==> src/rtl/script_variable_store_assert.svh <==
// ----------------------------------------------------------------------------
// Script variable store assertion macros
// Shared property forms for the variable store modules. They sample on clk
// and are disabled while arst_n is low.
// ----------------------------------------------------------------------------
`ifndef SCRIPT_VARIABLE_STORE_ASSERT_SVH
`define SCRIPT_VARIABLE_STORE_ASSERT_SVH

// Same-cycle implication.
`define SVS_ASSERT_IMP(lbl, ante, cons) \
	lbl: assert property (@(posedge clk) disable iff (!arst_n) (ante) |-> (cons)) \
		else $error("svs same-cycle check failed");

// Next-cycle implication.
`define SVS_ASSERT_NXT(lbl, ante, cons) \
	lbl: assert property (@(posedge clk) disable iff (!arst_n) (ante) |=> (cons)) \
		else $error("svs next-cycle check failed");

`endif

==> src/rtl/svs_pkg.sv <==
// ----------------------------------------------------------------------------
// Script variable store package
// Sizes, identifier constants, the queued word type and the identifier decoder.
// ----------------------------------------------------------------------------
package svs_pkg;

	localparam int NUM_GLOBALS = 1024;
	localparam int NUM_BITS    = 4096;
	localparam int NUM_LOCALS  = 32;
	localparam int NUM_SLOTS   = 32;

	localparam int LOC_DEPTH = NUM_SLOTS * NUM_LOCALS;

	localparam int GLB_AW = (NUM_GLOBALS > 1) ? $clog2(NUM_GLOBALS) : 1;
	localparam int BIT_AW = $clog2(NUM_BITS);
	localparam int LOC_AW = (LOC_DEPTH > 1) ? $clog2(LOC_DEPTH) : 1;
	localparam int AW_GB  = (GLB_AW > BIT_AW) ? GLB_AW : BIT_AW;
	localparam int AW     = (AW_GB > LOC_AW) ? AW_GB : LOC_AW;

	localparam int CLR_GB = (NUM_GLOBALS > NUM_BITS) ? NUM_GLOBALS : NUM_BITS;
	localparam int CLR_N  = (CLR_GB > LOC_DEPTH) ? CLR_GB : LOC_DEPTH;
	localparam int CLR_W  = $clog2(CLR_N);

	localparam int ID_W   = 16;
	localparam int SLOT_W = 5;
	localparam int VAL_W  = 32;

	localparam logic [ID_W-1:0] ID_INDEXED     = 16'h2000;
	localparam logic [ID_W-1:0] ID_POOL_NIBBLE = 16'hF000;
	localparam logic [ID_W-1:0] ID_BIT_POOL    = 16'h8000;
	localparam logic [ID_W-1:0] ID_BIT_MASK    = 16'h7FFF;
	localparam logic [ID_W-1:0] ID_LOCAL_POOL  = 16'h4000;
	localparam logic [ID_W-1:0] ID_LOCAL_MASK  = 16'h0FFF;
	localparam logic [ID_W-1:0] OFFSET_MASK    = 16'h0FFF;

	localparam logic OP_READ  = 1'b0;
	localparam logic OP_WRITE = 1'b1;

	localparam logic [1:0] POOL_NONE = 2'd0;
	localparam logic [1:0] POOL_GLB  = 2'd1;
	localparam logic [1:0] POOL_BIT  = 2'd2;
	localparam logic [1:0] POOL_LOC  = 2'd3;

	localparam int QDEPTH = 2;
	localparam int QPTR_W = (QDEPTH > 1) ? $clog2(QDEPTH) : 1;
	localparam int QCNT_W = $clog2(QDEPTH + 1);

	typedef struct packed {
		logic              op;
		logic              need_ind;
		logic              clr13;
		logic [ID_W-1:0]   id;
		logic [ID_W-1:0]   ofs_id;
		logic [SLOT_W-1:0] slot;
		logic [VAL_W-1:0]  wv;
	} svs_item_t;

	typedef struct packed {
		logic [1:0]    pool;
		logic [AW-1:0] addr;
	} svs_loc_t;

	function automatic svs_loc_t svs_decode(input logic [ID_W-1:0] id,
		input logic [SLOT_W-1:0] slot);
		svs_loc_t r;
		logic [ID_W-1:0] i;
		r.pool = POOL_NONE;
		r.addr = '0;
		i = '0;
		if ((id & ID_POOL_NIBBLE) == '0) begin
			if (32'(id) < NUM_GLOBALS) begin
				r.pool = POOL_GLB;
				r.addr = AW'(id);
			end
		end else if ((id & ID_BIT_POOL) != '0) begin
			i = id & ID_BIT_MASK;
			if (32'(i) < NUM_BITS) begin
				r.pool = POOL_BIT;
				r.addr = AW'(i);
			end
		end else if ((id & ID_LOCAL_POOL) != '0) begin
			i = id & ID_LOCAL_MASK;
			if (32'(i) < NUM_LOCALS && 32'(slot) < NUM_SLOTS) begin
				r.pool = POOL_LOC;
				r.addr = AW'(32'(slot) * NUM_LOCALS + 32'(i));
			end
		end
		return r;
	endfunction

endpackage

==> src/rtl/svs_front.sv <==
// ----------------------------------------------------------------------------
// Script variable store front end
// Accepts access words, folds in a direct offset and marks accesses that need
// an offset variable read, then hands them to the queue.
// ----------------------------------------------------------------------------
module svs_front import svs_pkg::*; (
	input  logic                     clk,
	input  logic                     arst_n,
	input  logic                     in_valid,
	output logic                     in_stall,
	input  logic                     opcode,
	input  logic [ID_W-1:0]          var_id,
	input  logic [ID_W-1:0]          index_word,
	input  logic [SLOT_W-1:0]        slot,
	input  logic signed [VAL_W-1:0]  write_value,
	output logic                     push,
	output svs_item_t                item,
	input  logic                     q_full
);

	logic            valid_s1;
	svs_item_t       item_s1;
	svs_item_t       cls;
	logic            indexed;
	logic [ID_W-1:0] id_clr;
	logic [ID_W-1:0] dofs;

	always_comb begin
		indexed      = var_id[13];
		id_clr       = var_id & ~ID_INDEXED;
		dofs         = index_word & OFFSET_MASK;
		cls.op       = opcode;
		cls.need_ind = indexed && index_word[13];
		cls.clr13    = (opcode == OP_READ);
		cls.ofs_id   = index_word & ~ID_INDEXED;
		cls.slot     = slot;
		cls.wv       = $unsigned(write_value);
		if (!indexed) begin
			cls.id = var_id;
		end else if (cls.need_ind) begin
			cls.id = (opcode == OP_WRITE) ? id_clr : var_id;
		end else if (opcode == OP_READ) begin
			cls.id = (var_id + dofs) & ~ID_INDEXED;
		end else begin
			cls.id = id_clr + dofs;
		end
	end

	assign in_stall = valid_s1 && q_full;
	assign push     = valid_s1 && !q_full;
	assign item     = item_s1;

	always_ff @(posedge clk or negedge arst_n) begin
		if (!arst_n) begin
			valid_s1 <= 1'b0;
		end else if (in_valid && !in_stall) begin
			valid_s1 <= 1'b1;
		end else if (push) begin
			valid_s1 <= 1'b0;
		end
	end

	always_ff @(posedge clk) begin
		if (in_valid && !in_stall) begin
			item_s1 <= cls;
		end
	end

endmodule

==> config.mk <==
export PLATFORM = sky130hd
export DESIGN_NAME = svs_front
export DESIGN_NICKNAME = d
export VERILOG_FILES = /design/src/rtl/script_variable_store_assert.svh /design/src/rtl/svs_pkg.sv /design/src/rtl/svs_front.sv
export SDC_FILE = /design/constraint.sdc
export NUM_CORES = 1
export LEC_CHECK = 0
export BUFFER_PORTS_ARGS = -buffer_cell sky130_fd_sc_hd__buf_2
export CORE_ASPECT_RATIO = 0.75
export CORE_MARGIN = 2
export CORE_UTILIZATION = 45
export DETAILED_ROUTE_END_ITERATION = 12
export GPL_ROUTABILITY_DRIVEN = 1
export HOLD_SLACK_MARGIN = 0.08
export PLACE_DENSITY = 0.75
export SETUP_SLACK_MARGIN = 0.5
export SYNTH_ARGS = -nofsm -noshare
export SYNTH_HDL_FRONTEND = slang
export SYNTH_SLANG_ARGS = --single-unit
==> constraint.sdc <==
create_clock -name clk -period 4.6 [get_ports clk]
set_input_delay 0.23 -clock clk [delete_from_list [all_inputs] [get_ports clk]]
set_output_delay 0.23 -clock clk [all_outputs]
set_load 0.1 [all_outputs]
==> qor.csv <==
stage,metric,value,unit
timing,Final setup viols,0,
synthesis,largest area contributor in the netlist,edfxtp_1,
cells_and_area,Final Net Count,502,
clock_network,"CTS clk-pin slew, worst paths",0.08,ns
timing,TNS Setup,0,ns
floorplan,initial core utilization,45.8,%
detailed_routing,initial drt markers,108,
detailed_routing,via count,2521,
run_status,run status,finished clean,
synthesis,Ys Warns,0,
floorplan,row count,26,
global_routing,initial antenna violation count,0,
synthesis,syn_nets,298,
timing,Max Clk Rate,412,MHz
place,routability congestion estimate,0.799,
clock_network,"Hold-fix buffers, CTS",50,
floorplan,Die H,75.5,um
timing,Rel. slew slack,33.2,%
synthesis,ys async rst share,1.39,%
place,IO Port Bufs,146,
clock_network,post-CTS sizing,0,
place,DP Wirelength,5.16,mm
timing,Pins Over Slew Limit,0,
synthesis,Synth Instances,211,
setup_path,reg2reg end,item[68],
floorplan,die area,0.00750,mm2
global_routing,total congestion overflow,0,
min_path,Hold Path Class,primary input to flop,
timing,skew final,0.00948,ns
detailed_routing,DRC,0,
setup_path,Reg-to-Reg Start,valid_s1,
synthesis,"Seq/Total Area, Yosys",70.3,%
synthesis,synthesized area,0.00307,mm2
synthesis,post-synthesis simple-gate area fraction,10.7,%
clock_network,CTS tree,done,
global_routing,vias in the first global route,2463,
clock_network,clock buffer depth,2,
setup_path,worst endpoint required time,4.69,ns
setup_path,Critical Path End Type,flop,
setup_path,Setup Crit Path Kind,primary input to flop,
power,P per Cell Area,409,mW/mm2
power,Leakage Power,1.99,nW
detailed_routing,vias per inst,5.00,
synthesis,Area contributors post-synth,"edfxtp_1, ha_1, nand2_1",
clock_network,CTS Root Cell,clkbuf_8,
clock_network,clk sink count,72,
synthesis,most frequent cell after synthesis,edfxtp_1,
timing,Tcrit/Tclk final,52.8,%
detailed_routing,Pre-antenna DRT Iters,4,
setup_path,Worst EP arrival,2.52,ns
synthesis,mux contribution to synthesized area,0.326,%
synthesis,syn avg cell area,14.5,um2
power,maximum VDD drop,0.000169,V
detailed_routing,WL final,8.36,mm
setup_path,Crit. Startpoint,index_word[0],
global_routing,total track usage,22.2,%
flow_run,maxcap violations,0,
min_path,min-delay src,in_valid,
timing,RSZ-0062 raised after global routing,false,
clock_network,worst-skew pair later-pin latency,0.34,ns
synthesis,Synth top area share,69.5,%
global_routing,largest net degree at the start of global routing,39,
global_routing,first-pass GRT wire length,12.4,mm
detailed_routing,routed len/inst,16.6,um
synthesis,post-synthesis adder-cell area fraction,5.55,%
clock_network,H-tree levels,3,
synthesis,post-synthesis xor/xnor area fraction,1.71,%
setup_path,CP startpoint kind,primary input,
synthesis,largest family of logic cells by synthesized area,simple AND/OR/NAND/NOR gates,
timing,Worst Max-Slew Pin Slew,0.999,ns
setup_path,r2r setup slk,2.30,ns
cells_and_area,share of layout cells above drive strength 1,41.0,%
synthesis,most instantiated cells after synthesis,"edfxtp_1, nand2_1, a21oi_1, ha_1",
clock_network,TritonCTS Buffers,9,
power,power consumption,1.90,mW
timing,Final min period,2.43,ns
cells_and_area,Area Growth Syn to Fin,51.4,%
setup_path,"Max FO, Critical Path",4,
synthesis,number of synthesized flops with an enable pin,71,
synthesis,Seq cells post-synth,72,
floorplan,Core ar.,0.00670,mm2
synthesis,Netlist cell types,44,
timing,Final Hold Vio Count,0,
setup_path,Critical Path Sink,item[65],
detailed_routing,post-route ant nets,0,
clock_network,buffer count from post-CTS setup fixing,0,
synthesis,ys flop type,edfxtp_1,
floorplan,number of top-level pins,148,
synthesis,Synth Area in Compound Gates,10.4,%
cells_and_area,ANT cells,0,
floorplan,Die W,99.3,um
setup_path,cells on worst reg2reg path,3,
## flip-flops by register name, indices dropped and copies added, names as in the netlist
register / flops
valid_s1: 1
item: 71
## metrics by stage
stage	instances	setup WS (ns)	utilization (%)	area (um2)	hold slack, ns
finish	504	2.17	69.3	4640	0.0983
floorplan	211	1.30	-	3070	-0.0656
detailed placement	438	2.31	58.2	3900	0.00965
global route	504	2.03	69.3	4640	0.0902
CTS	504	2.18	69.3	4640	0.0805
global placement	438	2.38	58.2	3900	0.00510
## worst min path at each step
| stage | endpoint | cells after the start |
|---|---|---|
| floorplan | valid_s1 | 0 |
| global placement | valid_s1 | 1 |
| detailed placement | valid_s1 | 1 |
| CTS | item[46] | 1 |
| global route | item[46] | 1 |
| finish | valid_s1 | 2 |
## cells in the final DEF, fill, tap and decap left out, drive strengths merged, types with 6 or more instances in the layout
cell,instances
buf,147
nor3,7
a21oi,15
nor2,6
ha,12
o21ai,10
edfxtp,71
nand2,27
clkbuf,10
dlygate4sd3,50
nand3,7
## power breakdown
part	switching [mW]	internal [mW]	leakage [nW]
clock network	0.249	0.364	0.121
logic	0.389	0.117	1.18
registers	0.0103	0.769	0.688
## area by class of cell
class | count | area, um2
clock inverter | 6 | 116
timing repair buffer | 197 | 1240
tap | 84 | 105
inverter | 2 | 7.51
sequential | 72 | 2160
fill | 468 | 2060
multi-input combinational | 133 | 891
clock buffer | 10 | 128
## critical path: stages
cell and delay [ns]:
dlygate4sd3_1 0.53, buf_2 0.13, ha_1 0.22, fa_1 0.44
a21o_1 0.25, a221oi_4 0.30, or2_1 0.17, mux2i_1 0.17
nand3_1 0.08
## logic make-up (layout without fill, tap and decap cells)
family / Yosys count / after routing
AOI/OAI and AO/OA: 45 / 45
xor gates and xnor gates: 6 / 6
adders and majority gates: 13 / 13
buffers and inverters: 6 / 215
DFF: 72 / 72
muxes: 1 / 1
other: 1 / 1
and+or+nand+nor: 67 / 67
## layer usage
layer / track usage (%) / wire length (um) / vias up / share of wire [%]
met4: 6.39 / 190 / 0 / 2.3
li1: - / - / 1215 / -
met3: 7.43 / 600 / 17 / 7.2
met5: 0 / 0 / - / 0
met1: 25.1 / 3320 / 1174 / 40
met2: 40.9 / 4250 / 115 / 51
(Power assumes the default switching activity.)
