[src/rtl/script_variable_store_assert.svh]
// ----------------------------------------------------------------------------
// Script variable store assertion macros
// Shared property forms for the variable store modules. They sample on clk
// and are disabled while arst_n is low.
// ----------------------------------------------------------------------------
`ifndef SCRIPT_VARIABLE_STORE_ASSERT_SVH
`define SCRIPT_VARIABLE_STORE_ASSERT_SVH

// Same-cycle implication.
`define SVS_ASSERT_IMP(lbl, ante, cons) \
	lbl: assert property (@(posedge clk) disable iff (!arst_n) (ante) |-> (cons)) \
		else $error("svs same-cycle check failed");

// Next-cycle implication.
`define SVS_ASSERT_NXT(lbl, ante, cons) \
	lbl: assert property (@(posedge clk) disable iff (!arst_n) (ante) |=> (cons)) \
		else $error("svs next-cycle check failed");

`endif

[src/rtl/svs_pkg.sv]
// ----------------------------------------------------------------------------
// Script variable store package
// Sizes, identifier constants, the queued word type and the identifier decoder.
// ----------------------------------------------------------------------------
package svs_pkg;

	localparam int NUM_GLOBALS = 1024;
	localparam int NUM_BITS    = 4096;
	localparam int NUM_LOCALS  = 32;
	localparam int NUM_SLOTS   = 32;

	localparam int LOC_DEPTH = NUM_SLOTS * NUM_LOCALS;

	localparam int GLB_AW = (NUM_GLOBALS > 1) ? $clog2(NUM_GLOBALS) : 1;
	localparam int BIT_AW = $clog2(NUM_BITS);
	localparam int LOC_AW = (LOC_DEPTH > 1) ? $clog2(LOC_DEPTH) : 1;
	localparam int AW_GB  = (GLB_AW > BIT_AW) ? GLB_AW : BIT_AW;
	localparam int AW     = (AW_GB > LOC_AW) ? AW_GB : LOC_AW;

	localparam int CLR_GB = (NUM_GLOBALS > NUM_BITS) ? NUM_GLOBALS : NUM_BITS;
	localparam int CLR_N  = (CLR_GB > LOC_DEPTH) ? CLR_GB : LOC_DEPTH;
	localparam int CLR_W  = $clog2(CLR_N);

	localparam int ID_W   = 16;
	localparam int SLOT_W = 5;
	localparam int VAL_W  = 32;

	localparam logic [ID_W-1:0] ID_INDEXED     = 16'h2000;
	localparam logic [ID_W-1:0] ID_POOL_NIBBLE = 16'hF000;
	localparam logic [ID_W-1:0] ID_BIT_POOL    = 16'h8000;
	localparam logic [ID_W-1:0] ID_BIT_MASK    = 16'h7FFF;
	localparam logic [ID_W-1:0] ID_LOCAL_POOL  = 16'h4000;
	localparam logic [ID_W-1:0] ID_LOCAL_MASK  = 16'h0FFF;
	localparam logic [ID_W-1:0] OFFSET_MASK    = 16'h0FFF;

	localparam logic OP_READ  = 1'b0;
	localparam logic OP_WRITE = 1'b1;

	localparam logic [1:0] POOL_NONE = 2'd0;
	localparam logic [1:0] POOL_GLB  = 2'd1;
	localparam logic [1:0] POOL_BIT  = 2'd2;
	localparam logic [1:0] POOL_LOC  = 2'd3;

	localparam int QDEPTH = 2;
	localparam int QPTR_W = (QDEPTH > 1) ? $clog2(QDEPTH) : 1;
	localparam int QCNT_W = $clog2(QDEPTH + 1);

	typedef struct packed {
		logic              op;
		logic              need_ind;
		logic              clr13;
		logic [ID_W-1:0]   id;
		logic [ID_W-1:0]   ofs_id;
		logic [SLOT_W-1:0] slot;
		logic [VAL_W-1:0]  wv;
	} svs_item_t;

	typedef struct packed {
		logic [1:0]    pool;
		logic [AW-1:0] addr;
	} svs_loc_t;

	function automatic svs_loc_t svs_decode(input logic [ID_W-1:0] id,
		input logic [SLOT_W-1:0] slot);
		svs_loc_t r;
		logic [ID_W-1:0] i;
		r.pool = POOL_NONE;
		r.addr = '0;
		i = '0;
		if ((id & ID_POOL_NIBBLE) == '0) begin
			if (32'(id) < NUM_GLOBALS) begin
				r.pool = POOL_GLB;
				r.addr = AW'(id);
			end
		end else if ((id & ID_BIT_POOL) != '0) begin
			i = id & ID_BIT_MASK;
			if (32'(i) < NUM_BITS) begin
				r.pool = POOL_BIT;
				r.addr = AW'(i);
			end
		end else if ((id & ID_LOCAL_POOL) != '0) begin
			i = id & ID_LOCAL_MASK;
			if (32'(i) < NUM_LOCALS && 32'(slot) < NUM_SLOTS) begin
				r.pool = POOL_LOC;
				r.addr = AW'(32'(slot) * NUM_LOCALS + 32'(i));
			end
		end
		return r;
	endfunction

endpackage

[src/rtl/svs_queue.sv]
// ----------------------------------------------------------------------------
// Script variable store queue
// Short first-in first-out buffer of classified words between the front end
// and the executing back end.
// ----------------------------------------------------------------------------
`include "script_variable_store_assert.svh"

module svs_queue import svs_pkg::*; (
	input  logic      clk,
	input  logic      arst_n,
	input  logic      push,
	input  svs_item_t push_item,
	output logic      full,
	input  logic      pop,
	output logic      nonempty,
	output svs_item_t head
);

	svs_item_t           buf_q [QDEPTH];
	logic [QPTR_W-1:0]   wr_q;
	logic [QPTR_W-1:0]   rd_q;
	logic [QCNT_W-1:0]   cnt_q;

	assign full     = (cnt_q == QCNT_W'(QDEPTH));
	assign nonempty = (cnt_q != '0);
	assign head     = buf_q[rd_q];

	always_ff @(posedge clk or negedge arst_n) begin
		if (!arst_n) begin
			wr_q  <= '0;
			rd_q  <= '0;
			cnt_q <= '0;
		end else begin
			if (push) begin
				wr_q <= (wr_q == QPTR_W'(QDEPTH - 1)) ? '0 : wr_q + 1'b1;
			end
			if (pop) begin
				rd_q <= (rd_q == QPTR_W'(QDEPTH - 1)) ? '0 : rd_q + 1'b1;
			end
			if (push && !pop) begin
				cnt_q <= cnt_q + 1'b1;
			end else if (pop && !push) begin
				cnt_q <= cnt_q - 1'b1;
			end
		end
	end

	always_ff @(posedge clk) begin
		if (push) begin
			buf_q[wr_q] <= push_item;
		end
	end

	`SVS_ASSERT_IMP(a_q_no_overflow, full, !(push && !pop))
	`SVS_ASSERT_IMP(a_q_no_underflow, !nonempty, !pop)

endmodule

[config.mk]
export PLATFORM = sky130hd
export DESIGN_NAME = svs_queue
export DESIGN_NICKNAME = d
export VERILOG_FILES = /design/src/rtl/svs_pkg.sv /design/src/rtl/svs_queue.sv
export VERILOG_INCLUDE_DIRS = /design/src /design/src/rtl
export SDC_FILE = /design/constraint.sdc
export NUM_CORES = 1
export LEC_CHECK = 0
export BUFFER_PORTS_ARGS = -buffer_cell sky130_fd_sc_hd__buf_2
export CAP_MARGIN = 25
export CORE_UTILIZATION = 54
export CTS_CLUSTER_SIZE = 24
export DETAILED_ROUTE_END_ITERATION = 10
export PLACE_DENSITY = 0.81
export SLEW_MARGIN = 30
export SYNTH_ARGS = -nofsm -noshare
export SYNTH_HDL_FRONTEND = slang
export SYNTH_SLANG_ARGS = --single-unit
[constraint.sdc]
create_clock -name clk -period 11.45 [get_ports clk]
set_clock_uncertainty 0.15 [all_clocks]
set_input_delay 1.145 -clock clk [delete_from_list [all_inputs] [get_ports clk]]
set_output_delay 1.145 -clock clk [all_outputs]
set_load 0.01 [all_outputs]
==> impl_summary.txt <==
----------------------------------------------------
[Outcome]
  Outcome ... finished clean

[Cells and area]
  Most frequent standard cell in the layout excluding fill and tap cells ... sky130_fd_sc_hd__buf_2
  Design area ... 7090 um2
  Fill cell total of the finished layout ... 691
  Proportion of layout cells with a drive suffix above 1 ... about three fifths
  Final Core Density ... 68.7%
  Most used cells in the layout excluding fill and tap cells ... sky130_fd_sc_hd__buf_2, sky130_fd_sc_hd__edfxtp_1, sky130_fd_sc_hd__mux2_4, sky130_fd_sc_hd__clkbuf_16
  Synth-to-layout area growth ... 23.6%
  Number of antenna diodes ... 0
  Final Net Count ... 480

[GRT]
  First-pass GRT wire length ... 14.0 mm
  GRT Overall Usage ... 17.4%
  Total overflow reported by the global router ... 0
  Vias in the first global route ... 2822
  Initial antenna violation count ... 0
  Pin count of the biggest net entering global routing ... 73

[Worst setup path]
  Required time of the critical path ... 10.16 ns
  Critical path start-end classification ... reg2out
  Launch point of the worst reg-to-reg path ... wr_q
  Worst Reg-to-Reg Cells ... 2
  Critical Path AT ... between 2 and 2.5 ns
  Type of destination of the critical path ... output pin
  Crit Reg-Reg Endpoint ... buf_q[0][12]
  Minimum setup slack among reg-to-reg paths ... around 9 ns
  Crit path max fanout ... 55
  Critical path launch point type ... register

[CTS]
  Number of H-tree branching levels ... 4
  Resized Gates After CTS ... 0
  Post-CTS setup buffers ... 0
  Sinks on Clock Net ... between 100 and 150
  Clock-pin slew on the worst setup and hold paths ... ~0.060 ns
  Total of hold buffers inserted after clock tree synthesis ... 0
  Clock latency at the later pin of the worst-skew pair ... 0.51 ns
  Cts bufs inserted ... 17
  TritonCTS clock tree ... built
  Clock Tree Buf Depth ... 2
  Root Driver ... sky130_fd_sc_hd__clkbuf_8

[Timing]
  Setup TNS ... 0 ns
  Worst-Margin Slew ... 0.794 ns
  Slew Limit Fails ... 0
  Final setup vio count ... 0
  Total count of hold-check failures in the final report ... 0
  Time the worst path needs with I/O delays and setup ... between 3 and 4 ns
  Setup repair after global routing missed its margin ... no
  Highest attainable clock frequency ... 274 MHz
  Fraction of the cycle the final worst path needs ... a little under a third
  Worst-case headroom to the max-slew limit ... 46.9%

[Synthesis]
  Count of mapped cells out of synthesis ... between 200 and 250
  Share of the synthesized area in the top cell type ... 75.4%
  Most area-consuming cells after synthesis ... sky130_fd_sc_hd__edfxtp_1, sky130_fd_sc_hd__mux2_4, sky130_fd_sc_hd__buf_12, sky130_fd_sc_hd__dfrtp_1, sky130_fd_sc_hd__xor2_1
  Sequential-to-total area share from yosys stat ... between 70% and 80%
  Post-synth design cell area ... 5730 um2
  Net count after synthesis ... about 320
  Warnings, synthesis ... 0
  Post-Synthesis Mean Instance Area ... ~24 um2
  Unique cell type count in the Yosys netlist ... 14
  Flip-flop and latch count after synthesis ... approximately 150
  Top cell type by total area after synthesis ... sky130_fd_sc_hd__edfxtp_1

[Floorplan]
  Die ar. ... 11000 um2
  Vert. Die Dim ... about 110 um
  Initial core utilization ... 55.5%
  Die Wd ... 105 um
  Number of placement rows ... 37
  Core ar. ... about 10000 um2
  Num ports ... 150

[Power]
  Maximum ir drop on the vdd rail ... 149 uV
  Overall Power ... roughly 1.8 mW
  Leakage dissipation ... 2.88 nW
  Power per cell area ... 251 nW/um2

[Routing]
  WL/cell ... 16.5 um
  DRC viols ... 0
  Detailed router's first-iteration violation count ... between 150 and 200
  Final WL ... 9.12 mm
  Length of the first detailed-routing pass in iterations ... 4
  Number of antenna-violating nets in the routed design ... 0
  DR vias/cell ... 4.99
  Via count ... 2752

[Place]
  Final Wtd Congestion ... 0.672
  Number of port buffers ... ~150
  Area after detailed placement ... approximately 6500 um2
  Post-detailed-placement half-perimeter wirelength ... between 5 and 6 mm

[Worst hold path]
  Tightest Hold Check Type ... in2async

[Run]
  Max_cap viols ... 0

----------------------------------------------------
==> cell usage after synthesis (all sizes together) <==
cell type	instances
dfrtp	4
inv	1
nor2	1
and2	1
nor2b	2
ha	1
xor2	4
xnor2	1
mux2	72
or2	1
buf	8
edfxtp	144
==> state kept, by name, indices dropped and copies added, names as in the netlist <==
name and flops:
buf_q 144, wr_q 1, rd_q 1, cnt_q 2
==> per-layer routing <==
metal | track usage [%] | vias to the layer above | wire, um
met1 | 20.8 | 1347 | 3780
met3 | 5.43 | 12 | 601
met5 | 0 | - | 0
li1 | - | 1279 | -
met4 | 8.15 | 0 | 143
met2 | 28.9 | 114 | 4590
==> worst max path at each step <==
stage                     slack (ns)          end  startpoint
final                           7.80     head[56]        rd_q
after global routing            7.67     head[56]        rd_q
after CTS                       7.50     head[56]        rd_q
after detailed placement        8.07     head[56]        rd_q
after global placement          8.09     head[56]        rd_q
after floorplan                 6.49  buf_q[0][0]        push
==> power breakdown <==
| group | internal, mW | total [mW] | switching, mW | leakage (nW) |
|---|---|---|---|---|
| registers | 0.721 | 0.768 | 0.0466 | 1.40 |
| logic | 0.279 | 0.523 | 0.244 | 1.24 |
| clock network | 0.286 | 0.486 | 0.200 | 0.248 |
==> through the flow <==
stage	instances	hold slack (ns)	setup WS (ns)
floorplan	240	0.297	6.49
global placement	519	0.317	8.09
detailed placement	519	0.345	8.07
CTS	551	0.246	7.50
global route	552	0.255	7.67
finish	552	0.274	7.80
==> area by class of cell <==
| class | instances | area (um2) | share of cell area, % |
|---|---|---|---|
| flip-flops and latches | 148 | 4430 | 62.5 |
| multi-input cells | 83 | 1160 | 16.4 |
| repair buffers | 152 | 792 | 11.2 |
| clock buffers | 19 | 422 | 5.95 |
| well taps | 136 | 170 | 2.40 |
| clock inverters | 13 | 108 | 1.52 |
| inverters | 1 | 3.75 | 0.0530 |
==> worst max-delay path, cell delays in order, from the launching register on <==
cell and delay (ns):
sky130_fd_sc_hd__dfrtp_4 0.64, sky130_fd_sc_hd__buf_6 0.62, sky130_fd_sc_hd__mux2_2 0.42, sky130_fd_sc_hd__buf_2 0.14
==> kinds of logic (layout without fill, tap and decap cells) <==
kind of cell / Yosys count / in the layout / synth area share (%)
simple gates: 5 / 5 / 0.502
fa+ha+maj: 1 / 1 / 0.218
buf+inv: 9 / 185 / 2.71
flops: 148 / 148 / 77.2
xor+xnor: 5 / 5 / 0.764
mux: 72 / 72 / 18.7
(Power assumes the default switching activity.)
